<file path="config.mk">
export PLATFORM = sky130hd
export DESIGN_NAME = power_switch_spi_supervisor_core_flat
export DESIGN_NICKNAME = d
export VERILOG_FILES = /design/src/hdl/pss_pkg.sv /design/src/hdl/pss_if.sv /design/src/hdl/pss_reply_mem.sv /design/src/hdl/pss_tx.sv /design/src/hdl/pss_seq.sv /design/src/hdl/power_switch_spi_supervisor_core.sv /design/src/flat_wrapper.sv
export SDC_FILE = /design/constraint.sdc
export NUM_CORES = 1
export LEC_CHECK = 0
export BUFFER_PORTS_ARGS = -buffer_cell sky130_fd_sc_hd__buf_2
export CAP_MARGIN = 10
export CORE_ASPECT_RATIO = 2
export CORE_UTILIZATION = 45
export DETAILED_ROUTE_END_ITERATION = 16
export PLACE_DENSITY_LB_ADDON = 0.08
export SYNTH_ARGS = -nofsm -noshare
export SYNTH_HDL_FRONTEND = slang
export SYNTH_HIERARCHICAL = 1
export SYNTH_SLANG_ARGS = --single-unit
export TNS_END_PERCENT = 10
</file>
<file path="constraint.sdc">
create_clock -name clk_i -period 10.5 [get_ports clk_i]
set_clock_uncertainty 0.05 [all_clocks]
set_input_delay 0.525 -clock clk_i [delete_from_list [all_inputs] [get_ports clk_i]]
set_output_delay 0.525 -clock clk_i [all_outputs]
set_load 0.05 [all_outputs]
</file>
<file path="src/hdl/pss_pkg.sv">
package pss_pkg;

  localparam int unsigned RbWords   = 14;
  localparam int unsigned InitWords = 14;
  localparam int unsigned IdxW      = 4;

  // reply slots that hold the drive level of each channel
  localparam logic [IdxW-1:0] ReplySlotA = IdxW'(4);
  localparam logic [IdxW-1:0] ReplySlotB = IdxW'(5);

  localparam logic [8:0]  LevelFull = 9'h100;
  localparam logic [15:0] LevelMask = 16'h01FF;
  localparam logic [15:0] CtrlOn    = 16'h0100;
  localparam logic [15:0] Ch0Cmd    = 16'h4400;
  localparam logic [15:0] Ch1Cmd    = 16'h2400;
  localparam logic [15:0] ParityBit = 16'h4000;

  typedef enum logic [3:0] {
    PH_OFF      = 4'd0,
    PH_START0   = 4'd1,
    PH_START1   = 4'd2,
    PH_ON       = 4'd3,
    PH_INIT     = 4'd4,
    PH_READY    = 4'd5,
    PH_READBACK = 4'd6,
    PH_PROG     = 4'd7,
    PH_FAULT    = 4'd8
  } phase_e;

  typedef enum logic [1:0] {
    EM_STATUS = 2'd0,
    EM_INIT   = 2'd1,
    EM_RB     = 2'd2,
    EM_PROG   = 2'd3
  } emit_e;

  typedef enum logic [1:0] {
    SQ_IDLE = 2'd0,
    SQ_SCAN = 2'd1,
    SQ_WAIT = 2'd2
  } seq_state_e;

  // request from the sequencer to the transmit stage
  typedef struct packed {
    logic        start;
    emit_e       kind;
    logic        two;
    logic [15:0] pw0;
    logic [15:0] pw1;
    logic [3:0]  ctrl_state;
    logic        fault;
    logic        awake;
  } emit_req_t;

  function automatic logic [15:0] init_word(logic [IdxW-1:0] idx);
    logic [15:0] w;
    case (idx)
      4'd0:    w = 16'h5810;
      4'd1:    w = 16'h4400;
      4'd2:    w = 16'h2400;
      4'd3:    w = 16'h08E0;
      4'd4:    w = 16'h68E0;
      4'd5:    w = 16'h1026;
      4'd6:    w = 16'h7026;
      4'd7:    w = 16'h1400;
      4'd8:    w = 16'h7400;
      4'd9:    w = 16'h1980;
      4'd10:   w = 16'h4001;
      4'd11:   w = 16'h2001;
      4'd12:   w = 16'h0000;
      4'd13:   w = 16'hC006;
      default: w = 16'h0000;
    endcase
    return w;
  endfunction

  function automatic logic [15:0] rb_word(logic [IdxW-1:0] idx);
    logic [15:0] w;
    case (idx)
      4'd0:    w = 16'h0000;
      4'd1:    w = 16'h4001;
      4'd2:    w = 16'h2001;
      4'd3:    w = 16'h4002;
      4'd4:    w = 16'h2002;
      4'd5:    w = 16'h0003;
      4'd6:    w = 16'h6003;
      4'd7:    w = 16'h4004;
      4'd8:    w = 16'h2004;
      4'd9:    w = 16'h0005;
      4'd10:   w = 16'h6005;
      4'd11:   w = 16'h0006;
      4'd12:   w = 16'h4007;
      4'd13:   w = 16'hC006;
      default: w = 16'h0000;
    endcase
    return w;
  endfunction

  function automatic logic [15:0] chk_mask(logic [IdxW-1:0] idx);
    logic [15:0] w;
    case (idx)
      4'd1:    w = 16'h3FBC;
      4'd2:    w = 16'h3F3F;
      4'd3:    w = 16'h3F3F;
      4'd4:    w = 16'h3E00;
      4'd5:    w = 16'h3E00;
      4'd6, 4'd7, 4'd8, 4'd9, 4'd10, 4'd11, 4'd12:
               w = 16'h3FFF;
      default: w = 16'h0000;
    endcase
    return w;
  endfunction

  function automatic logic [15:0] chk_val(logic [IdxW-1:0] idx);
    logic [15:0] w;
    case (idx)
      4'd1:    w = 16'h0200;
      4'd2:    w = 16'h0600;
      4'd3:    w = 16'h2600;
      4'd4:    w = 16'h0A00;
      4'd5:    w = 16'h2A00;
      4'd6:    w = 16'h0EE0;
      4'd7:    w = 16'h2EE0;
      4'd8:    w = 16'h1226;
      4'd9:    w = 16'h3226;
      4'd10:   w = 16'h1600;
      4'd11:   w = 16'h3600;
      4'd12:   w = 16'h1B80;
      default: w = 16'h0000;
    endcase
    return w;
  endfunction

  function automatic logic [15:0] even_parity(logic [15:0] w);
    return (^w) ? (w ^ ParityBit) : w;
  endfunction

  function automatic logic [15:0] control_word(logic [8:0] level, logic fast,
                                               logic [7:0] cnt);
    logic [8:0] lv;
    logic [8:0] req;
    lv = (level > LevelFull) ? LevelFull : level;
    if (fast) begin
      req = lv;
    end else begin
      req = (lv > {1'b0, cnt}) ? LevelFull : 9'd0;
    end
    if (req == 9'd0) begin
      return 16'h0000;
    end
    return CtrlOn | {8'h00, 8'(req - 9'd1)};
  endfunction

endpackage

</file>
<file path="src/hdl/pss_if.sv">
interface pss_in_if;
  logic        valid;
  logic        ready;
  logic        op;
  logic        spi_idle;
  logic        turn_on;
  logic        turn_off;
  logic [8:0]  level_a;
  logic        fast_mode_a;
  logic [8:0]  level_b;
  logic        fast_mode_b;
  logic [3:0]  rx_index;
  logic [15:0] rx_word;

  modport source (
    output valid, op, spi_idle, turn_on, turn_off, level_a, fast_mode_a,
           level_b, fast_mode_b, rx_index, rx_word,
    input  ready
  );
  modport sink (
    input  valid, op, spi_idle, turn_on, turn_off, level_a, fast_mode_a,
           level_b, fast_mode_b, rx_index, rx_word,
    output ready
  );
endinterface

interface pss_out_if;
  logic        valid;
  logic        ready;
  logic        tx_valid;
  logic [15:0] tx_word;
  logic        tx_last;
  logic [3:0]  ctrl_state;
  logic        fault;
  logic        wake;
  logic        pwm_clock_on;

  modport source (
    output valid, tx_valid, tx_word, tx_last, ctrl_state, fault, wake, pwm_clock_on,
    input  ready
  );
  modport sink (
    input  valid, tx_valid, tx_word, tx_last, ctrl_state, fault, wake, pwm_clock_on,
    output ready
  );
endinterface

</file>
<file path="src/hdl/pss_reply_mem.sv">
module pss_reply_mem (
  input  logic                     clk_i,
  input  logic                     we_i,
  input  logic [pss_pkg::IdxW-1:0] waddr_i,
  input  logic [15:0]              wdata_i,
  input  logic                     re_i,
  input  logic [pss_pkg::IdxW-1:0] raddr_i,
  output logic [15:0]              rdata_o
);
  import pss_pkg::*;

  logic [15:0] mem_q [RbWords];
  logic [15:0] rdata_q;

  always_ff @(posedge clk_i) begin
    if (we_i) begin
      mem_q[waddr_i] <= wdata_i;
    end
    if (re_i) begin
      rdata_q <= mem_q[raddr_i];
    end
  end

  assign rdata_o = rdata_q;

endmodule

</file>
<file path="src/hdl/pss_tx.sv">
module pss_tx (
  input  logic               clk_i,
  input  logic               rst_ni,
  input  pss_pkg::emit_req_t req_i,
  output logic               done_o,
  pss_out_if.source          out_o
);
  import pss_pkg::*;

  localparam logic [IdxW-1:0] InitLast = IdxW'(InitWords - 1);
  localparam logic [IdxW-1:0] RbLast   = IdxW'(RbWords - 1);

  logic            busy_q, busy_d;
  logic [IdxW-1:0] k_q, k_d;
  emit_req_t       cur_q;
  logic [IdxW-1:0] last_idx;
  logic            is_last;
  logic            take;

  always_comb begin
    case (cur_q.kind)
      EM_INIT: last_idx = InitLast;
      EM_RB:   last_idx = RbLast;
      EM_PROG: last_idx = cur_q.two ? IdxW'(1) : IdxW'(0);
      default: last_idx = '0;
    endcase
  end

  assign is_last = (k_q == last_idx);
  assign take    = busy_q && out_o.ready;
  assign done_o  = take && is_last;

  always_comb begin
    busy_d = busy_q;
    k_d    = k_q;
    if (req_i.start) begin
      busy_d = 1'b1;
      k_d    = '0;
    end else if (take) begin
      if (is_last) begin
        busy_d = 1'b0;
      end else begin
        k_d = k_q + IdxW'(1);
      end
    end
  end

  always_ff @(posedge clk_i or negedge rst_ni) begin
    if (!rst_ni) begin
      busy_q <= 1'b0;
      k_q    <= '0;
    end else begin
      busy_q <= busy_d;
      k_q    <= k_d;
    end
  end

  always_ff @(posedge clk_i) begin
    if (req_i.start) begin
      cur_q <= req_i;
    end
  end

  always_comb begin
    out_o.valid        = busy_q;
    out_o.tx_valid     = (cur_q.kind != EM_STATUS);
    out_o.tx_last      = is_last;
    out_o.ctrl_state   = cur_q.ctrl_state;
    out_o.fault        = cur_q.fault;
    out_o.wake         = cur_q.awake;
    out_o.pwm_clock_on = cur_q.awake;
    case (cur_q.kind)
      EM_INIT: out_o.tx_word = init_word(k_q);
      EM_RB:   out_o.tx_word = rb_word(k_q);
      EM_PROG: out_o.tx_word = k_q[0] ? cur_q.pw1 : cur_q.pw0;
      default: out_o.tx_word = 16'h0000;
    endcase
  end

endmodule

</file>
<file path="src/hdl/pss_seq.sv">
module pss_seq (
  input  logic                     clk_i,
  input  logic                     rst_ni,
  pss_in_if.sink                   in_i,
  output logic                     mem_we_o,
  output logic [pss_pkg::IdxW-1:0] mem_waddr_o,
  output logic [15:0]              mem_wdata_o,
  output logic                     mem_re_o,
  output logic [pss_pkg::IdxW-1:0] mem_raddr_o,
  input  logic [15:0]              mem_rdata_i,
  output pss_pkg::emit_req_t       req_o,
  input  logic                     done_i
);
  import pss_pkg::*;

  localparam logic [RbWords-1:0] SeenAll = '1;
  localparam logic [IdxW-1:0]    ScanEnd = IdxW'(RbWords);

  seq_state_e       state_q, state_d;
  phase_e           phase_q, phase_d;
  logic [7:0]       slow_q, slow_d;
  logic [RbWords-1:0] seen_q, seen_d;
  logic [8:0]       lvl_a_q, lvl_a_d, lvl_b_q, lvl_b_d;
  logic             fast_a_q, fast_a_d, fast_b_q, fast_b_d;
  logic [IdxW-1:0]  scan_q, scan_d;
  logic             prev_v_q, prev_v_d;
  logic [IdxW-1:0]  prev_idx_q, prev_idx_d;
  logic             bad_q, bad_d;
  logic [15:0]      r4_q, r4_d, r5_q, r5_d;

  logic               acc;
  logic               idx_ok;
  logic [RbWords-1:0] idx_onehot;
  logic               req_start;
  logic               go_scan;
  logic               rd_ok;
  logic               scan_end;
  logic               mism;
  logic [15:0]        c0, c1, w0, w1;
  logic               diff0, diff1;
  emit_req_t          req;

  assign acc    = in_i.valid && in_i.ready;
  assign idx_ok = (in_i.rx_index < IdxW'(RbWords));

  always_comb begin
    idx_onehot = '0;
    if (idx_ok) begin
      idx_onehot[in_i.rx_index] = 1'b1;
    end
  end

  // a tick that finds the phase ready with all replies in starts the check scan
  assign req_start = in_i.turn_on && (phase_q == PH_OFF || phase_q == PH_FAULT);
  assign go_scan   = acc && !in_i.op && !in_i.turn_off && !req_start &&
                     (phase_q == PH_READY) && (seen_q == SeenAll);

  assign rd_ok    = (scan_q < ScanEnd);
  assign scan_end = (state_q == SQ_SCAN) && !rd_ok;

  // readback data arrives in the cycle after its address
  assign mism = prev_v_q &&
                ((mem_rdata_i & chk_mask(prev_idx_q)) != chk_val(prev_idx_q));

  assign c0    = control_word(lvl_a_q, fast_a_q, slow_q);
  assign c1    = control_word(lvl_b_q, fast_b_q, slow_q);
  assign w0    = even_parity(Ch0Cmd | c0);
  assign w1    = even_parity(Ch1Cmd | c1);
  assign diff0 = ((r4_q & LevelMask) != c0);
  assign diff1 = ((r5_q & LevelMask) != c1);

  // next state
  always_comb begin
    state_d = state_q;
    case (state_q)
      SQ_IDLE: begin
        if (acc) begin
          state_d = go_scan ? SQ_SCAN : SQ_WAIT;
        end
      end
      SQ_SCAN: begin
        if (scan_end) begin
          state_d = SQ_WAIT;
        end
      end
      SQ_WAIT: begin
        if (done_i) begin
          state_d = SQ_IDLE;
        end
      end
      default: state_d = SQ_IDLE;
    endcase
  end

  // datapath
  always_comb begin
    phase_d    = phase_q;
    slow_d     = slow_q;
    seen_d     = seen_q;
    lvl_a_d    = lvl_a_q;
    fast_a_d   = fast_a_q;
    lvl_b_d    = lvl_b_q;
    fast_b_d   = fast_b_q;
    scan_d     = scan_q;
    prev_v_d   = 1'b0;
    prev_idx_d = scan_q;
    bad_d      = bad_q;
    r4_d       = r4_q;
    r5_d       = r5_q;
    req        = '0;
    case (state_q)
      SQ_IDLE: begin
        if (acc) begin
          req.start = !go_scan;
          if (in_i.op) begin
            seen_d = seen_q | idx_onehot;
          end else begin
            slow_d   = slow_q + 8'd1;
            lvl_a_d  = in_i.level_a;
            fast_a_d = in_i.fast_mode_a;
            lvl_b_d  = in_i.level_b;
            fast_b_d = in_i.fast_mode_b;
            if (in_i.turn_off) begin
              phase_d = PH_OFF;
            end else if (req_start) begin
              phase_d = PH_START0;
            end else begin
              case (phase_q)
                PH_START0: phase_d = PH_START1;
                PH_START1: phase_d = PH_ON;
                PH_ON: begin
                  if (in_i.spi_idle) begin
                    phase_d  = PH_INIT;
                    req.kind = EM_INIT;
                  end
                end
                PH_INIT, PH_PROG: begin
                  if (in_i.spi_idle) begin
                    seen_d   = '0;
                    phase_d  = PH_READBACK;
                    req.kind = EM_RB;
                  end
                end
                PH_READBACK: begin
                  if (in_i.spi_idle) begin
                    phase_d = PH_READY;
                  end
                end
                PH_READY: begin
                  if (seen_q != SeenAll) begin
                    phase_d = PH_FAULT;
                  end else begin
                    scan_d = '0;
                    bad_d  = 1'b0;
                  end
                end
                default: ;
              endcase
            end
          end
        end
      end
      SQ_SCAN: begin
        prev_v_d = rd_ok;
        if (rd_ok) begin
          scan_d = scan_q + IdxW'(1);
        end
        bad_d = bad_q | mism;
        if (prev_v_q && prev_idx_q == ReplySlotA) begin
          r4_d = mem_rdata_i;
        end
        if (prev_v_q && prev_idx_q == ReplySlotB) begin
          r5_d = mem_rdata_i;
        end
        if (scan_end) begin
          req.start = 1'b1;
          if (bad_q || mism) begin
            phase_d = PH_FAULT;
          end else if (diff0 || diff1) begin
            phase_d  = PH_PROG;
            req.kind = EM_PROG;
            req.two  = diff0 && diff1;
            req.pw0  = diff0 ? w0 : w1;
            req.pw1  = w1;
          end else begin
            seen_d   = '0;
            phase_d  = PH_READBACK;
            req.kind = EM_RB;
          end
        end
      end
      default: ;
    endcase
    req.ctrl_state = phase_d;
    req.fault      = (phase_d == PH_FAULT);
    req.awake      = (phase_d >= PH_ON) && (phase_d <= PH_PROG);
  end

  // outputs
  always_comb begin
    in_i.ready  = (state_q == SQ_IDLE);
    mem_we_o    = acc && in_i.op && idx_ok;
    mem_waddr_o = in_i.rx_index;
    mem_wdata_o = in_i.rx_word;
    mem_re_o    = (state_q == SQ_SCAN) && rd_ok;
    mem_raddr_o = scan_q;
    req_o       = req;
  end

  always_ff @(posedge clk_i or negedge rst_ni) begin
    if (!rst_ni) begin
      state_q  <= SQ_IDLE;
      phase_q  <= PH_OFF;
      slow_q   <= 8'd0;
      seen_q   <= '0;
      scan_q   <= '0;
      prev_v_q <= 1'b0;
      bad_q    <= 1'b0;
    end else begin
      state_q  <= state_d;
      phase_q  <= phase_d;
      slow_q   <= slow_d;
      seen_q   <= seen_d;
      scan_q   <= scan_d;
      prev_v_q <= prev_v_d;
      bad_q    <= bad_d;
    end
  end

  always_ff @(posedge clk_i) begin
    lvl_a_q    <= lvl_a_d;
    fast_a_q   <= fast_a_d;
    lvl_b_q    <= lvl_b_d;
    fast_b_q   <= fast_b_d;
    prev_idx_q <= prev_idx_d;
    r4_q       <= r4_d;
    r5_q       <= r5_d;
  end

endmodule

</file>
<file path="src/hdl/power_switch_spi_supervisor_core.sv">
// channel   dir  payload
// in_i      in   op spi_idle turn_on turn_off level_a/b fast_mode_a/b rx_index rx_word
// out_o     out  tx_valid tx_word tx_last ctrl_state fault wake pwm_clock_on
//
// one item at a time; every item gives 1, 2 or 14 result items, one per cycle while out_o is ready
// a ready tick with all replies in scans the reply memory, one entry per cycle
// through its single read port before the first result
// other items go straight to the transmit stage
// rst_ni is asynchronous; after reset the switch is off and no reply is seen
// out_o stalls hold the sequencer; in_i is not taken until the last result leaves
module power_switch_spi_supervisor_core (
  input  logic      clk_i,
  input  logic      rst_ni,
  pss_in_if.sink    in_i,
  pss_out_if.source out_o
);
  import pss_pkg::*;

  logic            mem_we;
  logic [IdxW-1:0] mem_waddr;
  logic [15:0]     mem_wdata;
  logic            mem_re;
  logic [IdxW-1:0] mem_raddr;
  logic [15:0]     mem_rdata;
  emit_req_t       req;
  logic            done;

  pss_seq u_seq (
    .clk_i       (clk_i),
    .rst_ni      (rst_ni),
    .in_i        (in_i),
    .mem_we_o    (mem_we),
    .mem_waddr_o (mem_waddr),
    .mem_wdata_o (mem_wdata),
    .mem_re_o    (mem_re),
    .mem_raddr_o (mem_raddr),
    .mem_rdata_i (mem_rdata),
    .req_o       (req),
    .done_i      (done)
  );

  pss_reply_mem u_mem (
    .clk_i   (clk_i),
    .we_i    (mem_we),
    .waddr_i (mem_waddr),
    .wdata_i (mem_wdata),
    .re_i    (mem_re),
    .raddr_i (mem_raddr),
    .rdata_o (mem_rdata)
  );

  pss_tx u_tx (
    .clk_i  (clk_i),
    .rst_ni (rst_ni),
    .req_i  (req),
    .done_o (done),
    .out_o  (out_o)
  );

endmodule
</file>
<file path="src/flat_wrapper.sv">
// flat-port wrapper written by rule: the top's interface ports become plain ports
module power_switch_spi_supervisor_core_flat import pss_pkg::*;
  (clk_i, rst_ni, in_i_valid, in_i_op, in_i_spi_idle, in_i_turn_on, in_i_turn_off, in_i_level_a, in_i_fast_mode_a, in_i_level_b, in_i_fast_mode_b, in_i_rx_index, in_i_rx_word, in_i_ready, out_o_valid, out_o_tx_valid, out_o_tx_word, out_o_tx_last, out_o_ctrl_state, out_o_fault, out_o_wake, out_o_pwm_clock_on, out_o_ready);
  pss_in_if in_i_i ();
  pss_out_if out_o_i ();
  input  logic clk_i;
  input  logic rst_ni;
  input wire logic [$bits(in_i_i.valid)-1:0] in_i_valid;
  input wire logic [$bits(in_i_i.op)-1:0] in_i_op;
  input wire logic [$bits(in_i_i.spi_idle)-1:0] in_i_spi_idle;
  input wire logic [$bits(in_i_i.turn_on)-1:0] in_i_turn_on;
  input wire logic [$bits(in_i_i.turn_off)-1:0] in_i_turn_off;
  input wire logic [$bits(in_i_i.level_a)-1:0] in_i_level_a;
  input wire logic [$bits(in_i_i.fast_mode_a)-1:0] in_i_fast_mode_a;
  input wire logic [$bits(in_i_i.level_b)-1:0] in_i_level_b;
  input wire logic [$bits(in_i_i.fast_mode_b)-1:0] in_i_fast_mode_b;
  input wire logic [$bits(in_i_i.rx_index)-1:0] in_i_rx_index;
  input wire logic [$bits(in_i_i.rx_word)-1:0] in_i_rx_word;
  output wire logic [$bits(in_i_i.ready)-1:0] in_i_ready;
  output wire logic [$bits(out_o_i.valid)-1:0] out_o_valid;
  output wire logic [$bits(out_o_i.tx_valid)-1:0] out_o_tx_valid;
  output wire logic [$bits(out_o_i.tx_word)-1:0] out_o_tx_word;
  output wire logic [$bits(out_o_i.tx_last)-1:0] out_o_tx_last;
  output wire logic [$bits(out_o_i.ctrl_state)-1:0] out_o_ctrl_state;
  output wire logic [$bits(out_o_i.fault)-1:0] out_o_fault;
  output wire logic [$bits(out_o_i.wake)-1:0] out_o_wake;
  output wire logic [$bits(out_o_i.pwm_clock_on)-1:0] out_o_pwm_clock_on;
  input wire logic [$bits(out_o_i.ready)-1:0] out_o_ready;
  assign in_i_i.valid = in_i_valid;
  assign in_i_i.op = in_i_op;
  assign in_i_i.spi_idle = in_i_spi_idle;
  assign in_i_i.turn_on = in_i_turn_on;
  assign in_i_i.turn_off = in_i_turn_off;
  assign in_i_i.level_a = in_i_level_a;
  assign in_i_i.fast_mode_a = in_i_fast_mode_a;
  assign in_i_i.level_b = in_i_level_b;
  assign in_i_i.fast_mode_b = in_i_fast_mode_b;
  assign in_i_i.rx_index = in_i_rx_index;
  assign in_i_i.rx_word = in_i_rx_word;
  assign in_i_ready = in_i_i.ready;
  assign out_o_valid = out_o_i.valid;
  assign out_o_tx_valid = out_o_i.tx_valid;
  assign out_o_tx_word = out_o_i.tx_word;
  assign out_o_tx_last = out_o_i.tx_last;
  assign out_o_ctrl_state = out_o_i.ctrl_state;
  assign out_o_fault = out_o_i.fault;
  assign out_o_wake = out_o_i.wake;
  assign out_o_pwm_clock_on = out_o_i.pwm_clock_on;
  assign out_o_i.ready = out_o_ready;
  power_switch_spi_supervisor_core u_core (.clk_i(clk_i), .rst_ni(rst_ni), .in_i(in_i_i), .out_o(out_o_i));
endmodule
</file>
==> After elaboration in Yosys (flattened, before gate mapping) <==
Memory sizes are Yosys's and may differ from the RTL's. A register that Yosys moved wholly into a read port is not among the register bits.
Index checks and enable logic that the tools add are counted.
{ "totals": {"memories": 5, "elab_cells": 224, "ram_bits": 224, "output_inout_bits": 27, "ff_bits": 122, "inputBits": 48, "rom_bits": 720} }
{ "classes": {"n_reduce_logical": 49, "mux": 86, "bitwise": 8, "eq_ne": 38, "n_lt_le_gt_ge": 10, "addsub": 5} }
{ "mem_list": {"columns": ["name", "depth", "word_bits", "rd", "rd_clocked_by_memory_dff", "write_ports", "line", "text"], "rows": [
  ["(no name shown)", 16, 14, 1, 1, 0, "pss_pkg.sv:101", "case (idx)"],
  ["(no name shown)", 16, 14, 1, 0, 0, "pss_pkg.sv:57", "case (idx)"],
  ["u_core.u_mem.mem_q", 14, 16, 1, 1, 1, "pss_reply_mem.sv:12", "logic [15:0] mem_q [RbWords];"],
  ["(no name shown)", 16, 11, 1, 1, 0, "pss_pkg.sv:116", "case (idx)"],
  ["(no name shown)", 16, 6, 1, 0, 0, "pss_pkg.sv:79", "case (idx)"]
]} }
{ "op_table": {"columns": ["op", "n"], "rows": [
  ["14-bit 2-to-1 mux", 10],
  ["16-bit 2-to-1 mux", 6],
  ["4-bit 2-to-1 mux", 20],
  ["9-bit 2-to-1 mux", 6],
  ["16-bit case mux with 3 select lines", 1],
  ["36-bit 2-to-1 mux", 1],
  ["35-bit 2-to-1 mux", 1],
  ["33-bit 2-to-1 mux", 1],
  ["9-bit by 16-bit != test with 1-bit output", 2],
  ["16-bit XOR reduction", 2],
  ["15-bit 2-to-1 mux", 2],
  ["14-bit case mux with 2 select lines", 1],
  ["4-bit by 3-bit equality test with 1-bit output, second input constant", 6],
  ["4-bit case mux with 2 select lines", 3],
  ["4-bit case mux with 6 select lines", 1],
  ["1-bit logical AND", 19],
  ["1-bit 2-to-1 mux", 19],
  ["9-bit by 8-bit greater-than comparator with 1-bit output", 2],
  ["9-bit greater-than comparator, second input constant", 2],
  ["9-bit logical NOT", 2],
  ["16-bit bitwise AND", 1],
  ["2-bit 2-to-1 mux", 8],
  ["16-bit != test", 1],
  ["2-bit != test, second input constant", 8],
  ["other kinds (40)", 71]
]} }

==> Depth between registers and ports, before layout <==
Gate-level depths: netlist of run 1.
{ "depth": {"ltp_word": 17, "ltp_mapped": 16, "ltp_nobuf": 12} }

==> Hierarchy <==
Netlist of run 1, hierarchy kept.
{ "modules_own_cells": {"columns": ["mod", "seq_area_each_um2", "area_per_inst_um2", "n_inst", "cells_per_inst"], "rows": [
  ["pss_reply_mem", 7206.9, 9081.2, 1, 395],
  ["pss_seq", 2352.3, 5826.8, 1, 622],
  ["pss_tx", 1356.3, 2472.4, 1, 208]
]} }

==> Least setup slack after synthesis of run 1 <==
Ideal clock, no wire load.
{ "synth_path": {"path_type": "register -> register", "start": "register u_core.u_seq.state_q[0]", "end": "register u_core.u_tx.k_q[0]", "path_slack_ps": 5036, "synth_period_minus_slack_ps": 5464, "path_buffers": 2, "arrival_time_ps": 5293, "stages_incl_launch_ff": 10, "path_cell_list": "dfrtp_1 clkbuf_1 nor2_1 nand2_1 o21ai_0 clkbuf_1 nor2b_1 a21boi_0 mux2i_1 nand2_1"} }
{ "synth_lines": {"columns": ["item", "line", "text"], "rows": [
  ["start, declared", "pss_seq.sv:19", "seq_state_e state_q, state_d;"],
  ["start signal, assigned", "pss_seq.sv:220", "state_q <= state_d;"],
  ["end signal, assigned", "pss_tx.sv:54", "k_q <= k_d;"],
  ["end, declared", "pss_tx.sv:14", "logic [IdxW-1:0] k_q, k_d;"]
]} }

==> impl_metrics.toml, run 1 <==
[outcome]
status = "finished with violations"
violations = "negative hold slack"

[synth]
syn_avg_cell_area_sq_um = 13.8
syn_inst = 1179
ys_warn_count = 6
synth.cell_area_sq_um = 16300

[die]
die_w_um = 136
die_h_um = 271
initial_utilization_pct = 45.6
io_pins = 75
coreArea_sq_um = 35700
num_rows = 98
die_area_sq_um = 36900

[timing]
period_needed_ns = 4.67
tightest_slew_ns = 1.13
setup_viol = 0
post-route-period-util_pct = 44.5
finalSetupTns_ns = 0
holdWs_ns = -0.00800
slew_viol_final = 0
slew_headroom_pct = 24.7
rsz0062_at_grt = "false"
fmax_mhz = 214
hold_viol = 5

[power_and_ir_drop]
p_int_mw = 2.80
clockPowerShare_pct = 28.8
switchingPower_mw = 1.33
power.switching_fraction_pct = 32.2
p_leak_nw = 6.34
irDropWorstVdd_v = 0.000141
seqPwrFrac_pct = 42.6
combPwrFrac_pct = 28.7
power.density_nw_per_um2 = 230
power_mw = 4.13

[layout]
finish.cell_count_without_fillers = 1694
finalNetCount = 1305
diodes = 0
drive_gt1_share_pct = 20.6
area_growth_syn_to_layout_pct = 10.3
utilization_pct = 50.3
fill_cells = 3144

[cts]
ctsResizeCount = 0
insertion_delay_ns = 0.53
root_buffer = "clkbuf_16"
hold_buffers = 0
cts.clk_slew.worst_paths_ns = 0.06
cts_max_level = 2
cts_tree = "done"
cts_num_sinks = 346
post_cts_buffers = 0
clockBufferDepth = 3
cts_buffers = 34

[routing]
antenna_left = 0
vias = 9656
drt-initial-drc-count = 488
dr.pass1.iters = 7
drc = 0
drt_wl_total_mm = 37.2
post_drt_via_cell_ratio = 5.70
drt-wirelength-per-cell_um = 22.0

[critical_path]
critical_path_required_ns = 10.68
path_class = "flip-flop to flip-flop"
crit_arrival_ns = 4.85
start_kind = "flip-flop"
critPathMaxFanout = 13
worstSetupEndpointType = "flip-flop"

[place]
port_buffers = 72
hpwl_mm = 25.7
gp_congestion = 0.905
dp_cells = 1637

[min_path]
min_path_type = "input pin to asynchronous set/reset pin"

[global_route]
gr-usage-all-layers_pct = 21.0
first_global_vias = 10074
grt_pass1_wl_mm = 57.4
antenna_found_initial = 0
grt_max_degree = 50
overflow = 0

[job]
maxCapViolCount = 0
==> stage by stage <==
step / worst slack (ns) / cell area [sq um]
3_5_place_dp: 5.89 / 16900
6_report: 5.83 / 17900
3_3_place_gp: 5.98 / 16900
4_1_cts: 5.83 / 17900
5_1_grt: 5.46 / 17900
2_1_floorplan: 5.04 / 16300
==> sequential cells by signal, summed over array words and instances (netlist names), 8 cells and up, named ones only <==
name,cells
u_core/u_seq/lvl_b_q,9
u_core/u_mem/mem_q,196
u_core/u_seq/r4_q,9
u_core/u_seq/lvl_a_q,9
u_core/u_mem/rdata_o,14
u_core/u_tx/cur_q,35
u_core/u_seq/slow_q,8
u_core/u_seq/r5_q,9
u_core/u_seq/seen_q,14
==> routing by layer <==
metal	share of wire [%]	vias up	wire, um	GRT usage [%]
met1	34	4845	12600	20.1
met3	2.5	86	934	2.25
met5	0	-	0	0
li1	-	4539	-	-
met4	4.4	0	1640	9.91
met2	59	186	22100	42.5
==> final cells by class <==
| class | instances | area [sq um] | area share [%] |
|---|---|---|---|
| clock buffers | 49 | 980 | 5.46 |
| clock inverters | 8 | 93.8 | 0.523 |
| inverters | 47 | 176 | 0.984 |
| multi-input cells | 706 | 5620 | 31.4 |
| flip-flops and latches | 346 | 10000 | 55.9 |
| well taps | 450 | 563 | 3.14 |
| repair buffers | 88 | 480 | 2.68 |
==> cells in the final DEF (no fill, tap or decap), drive strengths merged, types with 8 or more instances in the layout <==
master,count
o21ai,34
inv,47
ha,34
and3,13
o22ai,24
or3,9
edfxtp,289
nand3,12
dfrtp,39
mux2,29
dfxtp,18
o211ai,12
xor2,12
a21oi,57
nor3,30
clkbuf,49
nand2b,18
buf,88
xnor2,27
a31oi,13
nor2,73
nor2b,30
nand4,12
mux4,42
nand2,73
mux2i,23
conb,8
==> power by group through the flow <==
| stage | logic, mW | clock network (mW) | registers [mW] |
|---|---|---|---|
| after global routing | 1.30 | 1.27 | 1.78 |
| after detailed placement | 1.20 | 0 | 1.79 |
| after floorplan | 0.968 | 0 | 1.74 |
| final | 1.18 | 1.19 | 1.76 |
| after global placement | 1.19 | 0 | 1.79 |
| after CTS | 1.21 | 1.22 | 1.76 |
==> final timing paths <==
path | slack [ns] | endpoint | start | cells after the start
max in group asynchronous | 9.91 | u_core/u_seq/mem_raddr_o[0]$_DFFE_PN0P_ | rst_ni | 2
max reg2reg | 5.83 | u_core/u_tx/out_o.ctrl_state[0]$_DFFE_PP_ | u_core/u_seq/lvl_b_q[8]$_DFFE_PP_ | 11
min in group clk_i | 0.12 | u_core/u_seq/fast_a_q$_DFFE_PP_ | in_i_fast_mode_a | 1
min | -0.008 | u_core/u_seq/slow_q[0]$_DFFE_PN0P_ | rst_ni | 2
max | 5.83 | u_core/u_tx/out_o.ctrl_state[0]$_DFFE_PP_ | u_core/u_seq/lvl_b_q[8]$_DFFE_PP_ | 11
min reg2reg | 0.43 | u_core/u_seq/slow_q[3]$_DFFE_PN0P_ | u_core/u_seq/slow_q[3]$_DFFE_PN0P_ | 1
==> worst max-delay path, cell delays in order, from the launching register on <==
cell      delay (ns)
edfxtp_1        0.58
nor2b_1         0.55
nand2_1         0.34
ha_1            0.38
nor2b_1         0.18
a221oi_1        0.82
nand2_1         0.11
o22ai_1         0.21
o211ai_2        0.28
nor2_4          0.25
a21o_1          0.46
nand2_1         0.15
(Power assumes the default switching activity.)
==> run 2: changes to the inputs <==
--- a/config.mk
+++ b/config.mk
@@ -5,6 +5,7 @@
 export SDC_FILE = /design/constraint.sdc
 export NUM_CORES = 1
 export LEC_CHECK = 0
+export ABC_AREA = 1
 export BUFFER_PORTS_ARGS = -buffer_cell sky130_fd_sc_hd__buf_2
 export CAP_MARGIN = 10
 export CORE_ASPECT_RATIO = 2
==> constraint.sdc (replaced) <==
create_clock -name clk_i -period 4.8 [get_ports clk_i]
set_clock_uncertainty 0.05 [all_clocks]
set_input_delay 0.24 -clock clk_i [delete_from_list [all_inputs] [get_ports clk_i]]
set_output_delay 0.24 -clock clk_i [all_outputs]
set_load 0.05 [all_outputs]
==> run 2 against run 1 <==
Net effect: the run now ends clean; largest cell class unchanged; total power grew 86%; maximum frequency grew 17%; highest routed layer unchanged; sequential power grew 100%; setup slack lost 5.0 ns; non-clock buffer count grew 42.
==> impl_metrics.toml, run 2 <==
[critical_path]
critPathMaxFanout = 17
start_kind = "flip-flop"
worstSetupEndpointType = "flip-flop"
slowest_delay_ns = 0.44
path_class = "flip-flop to flip-flop"
crit_arrival_ns = 4.23
critical_path_required_ns = 5.03
crit_top_cell = "nand2_1"
path_cells = "inv_1, nand3_1, o21ai_2, nand2_1, nor2_1, inv_1, ha_1, nand2_1, nor2_1, nand2_2, nand2_1, nand2_1, nand2_1, nor2_1, nand3_1, nor2_2, nand2_1, nand2_1, inv_2, nand2_1, nand2_1, and2_1"
slowest_stage = "edfxtp_1"

[layout]
final_common_cell = "nand2_1"
drive_gt1_share_pct = 10.7
fin_area_sq_um = 19000
diodes = 0
largest_register_ffs = 196
area_growth_syn_to_layout_pct = 11.4
top_regs = "u_core/u_mem/mem_q (196), u_core/u_tx/cur_q (35)"
mostFrequentLayoutCells = "523 x nand2_1, 289 x edfxtp_1, 218 x inv_1, 163 x nand3_1, 142 x nor2_1"
finalNetCount = 1983
utilization_pct = 51.1
max_flop_register = "u_core/u_mem/mem_q"

[timing]
period_needed_ns = 4.00
slew_viol_final = 0
fmax_mhz = 250
finalSetupTns_ns = 0
post-route-period-util_pct = 83.4
hold_viol = 0
tightest_slew_ns = 1.18
rsz0062_at_grt = "false"
worst_slack_ns = 0.795
setup_viol = 0
slew_headroom_pct = 20.9
holdWs_ns = 0.0159

[routing]
vias = 12393
drt-wirelength-per-cell_um = 18.1
antenna_left = 0
drt_wl_total_mm = 43.1
post_drt_via_cell_ratio = 5.19
dr.pass1.iters = 5
drt-initial-drc-count = 605
drc = 0

[die]
coreArea_sq_um = 37300
initial_utilization_pct = 45.9
num_rows = 100
die_area_sq_um = 38800
die_h_um = 278
die_w_um = 140
io_pins = 75

[global_route]
first_global_vias = 12605
grt_max_degree = 69
gr-usage-met3_pct = 2.28
grt_busiest_layer = "met2"
gr-usage-all-layers_pct = 22.8
overflow = 0
antenna_found_initial = 0
grtUsageMet1_pct = 21.6
grt_pass1_wl_mm = 67.2
grt_use_met2_pct = 46.5

[cts]
cts_buffers = 34
cts_max_level = 2
cts_num_sinks = 346
clockBufferDepth = 3
cts_tree = "done"
insertion_delay_ns = 0.54
cts.clk_slew.worst_paths_ns = 0.06
root_buffer = "clkbuf_16"

[synth]
ys_warn_count = 6
syn_inst = 1825
synth.cell_area_sq_um = 17100
syn_avg_cell_area_sq_um = 9.37

[power_and_ir_drop]
irDropWorstVdd_v = 0.000299
p_leak_nw = 8.17
power.density_nw_per_um2 = 403

[job]
maxCapViolCount = 0

[place]
gp_congestion = 0.914
placed_cell_area_sq_um = 17700
port_buffers = 72
place_ws_ns = 0.555
hpwl_mm = 29.7

[min_path]
min_path_type = "input pin to flip-flop"

[outcome]
status = "complete, no violations"
==> run 2: what timing repair did <==
action | 4_1_cts | 5_1_grt
setup buffers | 0 | 0
hold buffers | 27 | 0
setup endpoints to repair | 0 | 1
resized for setup | 0 | 1
endpoints found under the hold margin | 125 | 0
==> run 2: per-stage QoR <==
stage	power, mW	instances
after floorplan	4.75	1832
after global placement	5.13	2297
after detailed placement	5.15	2297
after CTS	7.76	2386
after global routing	8.03	2386
final	7.67	2386
==> run 2: layer usage <==
metal	part of all wire, %	vias to the layer above
met4	4.8	0
met2	57	262
met3	2.7	116
li1	-	6158
met5	0	-
met1	35	5857
==> run 2: layout make-up <==
cell class | instances | area, sq um
fill | 3490 | 18200
sequential | 346 | 10000
multi-input combinational | 1162 | 5670
clock buffer | 50 | 972
timing repair buffer | 130 | 863
inverter | 227 | 855
tap | 459 | 574
clock inverter | 12 | 95.1
==> run 2: power breakdown <==
group	leakage (nW)	switching [mW]	internal (mW)
combinational	4.42	1.06	0.446
clock	0.516	1.15	1.43
sequential	3.24	0.141	3.45
==> run 2: final timing paths <==
check                      cells past startpoint                                from  slack (ns)                                 endpoint
setup / recovery                              22   u_core/u_seq/lvl_a_q[2]$_DFFE_PP_        0.80          u_core/u_tx/cur_q[36]$_DFFE_PP_
hold / removal                                 1                    in_i_rx_word[13]        0.02     u_core/u_mem/mem_q[11][13]$_DFFE_PP_
setup reg to reg                              22   u_core/u_seq/lvl_a_q[2]$_DFFE_PP_        0.80          u_core/u_tx/cur_q[36]$_DFFE_PP_
hold reg to reg                                1  u_core/u_seq/slow_q[4]$_DFFE_PN0P_        0.42       u_core/u_seq/slow_q[4]$_DFFE_PN0P_
max in group asynchronous                      3                              rst_ni        3.95  u_core/u_seq/mem_raddr_o[0]$_DFFE_PN0P_
min in group asynchronous                      3                              rst_ni        0.27       u_core/u_seq/slow_q[1]$_DFFE_PN0P_
==> run 2: critical path, delay by kind of cell (launching register included) <==
family,cells,cell delay [ns]
AO/OA/AOI/OAI,1,0.41
adder cells (fa/ha/maj),1,0.24
buffers and inverters,3,0.29
flip-flops,1,0.44
AND/OR/NAND/NOR,17,2.28
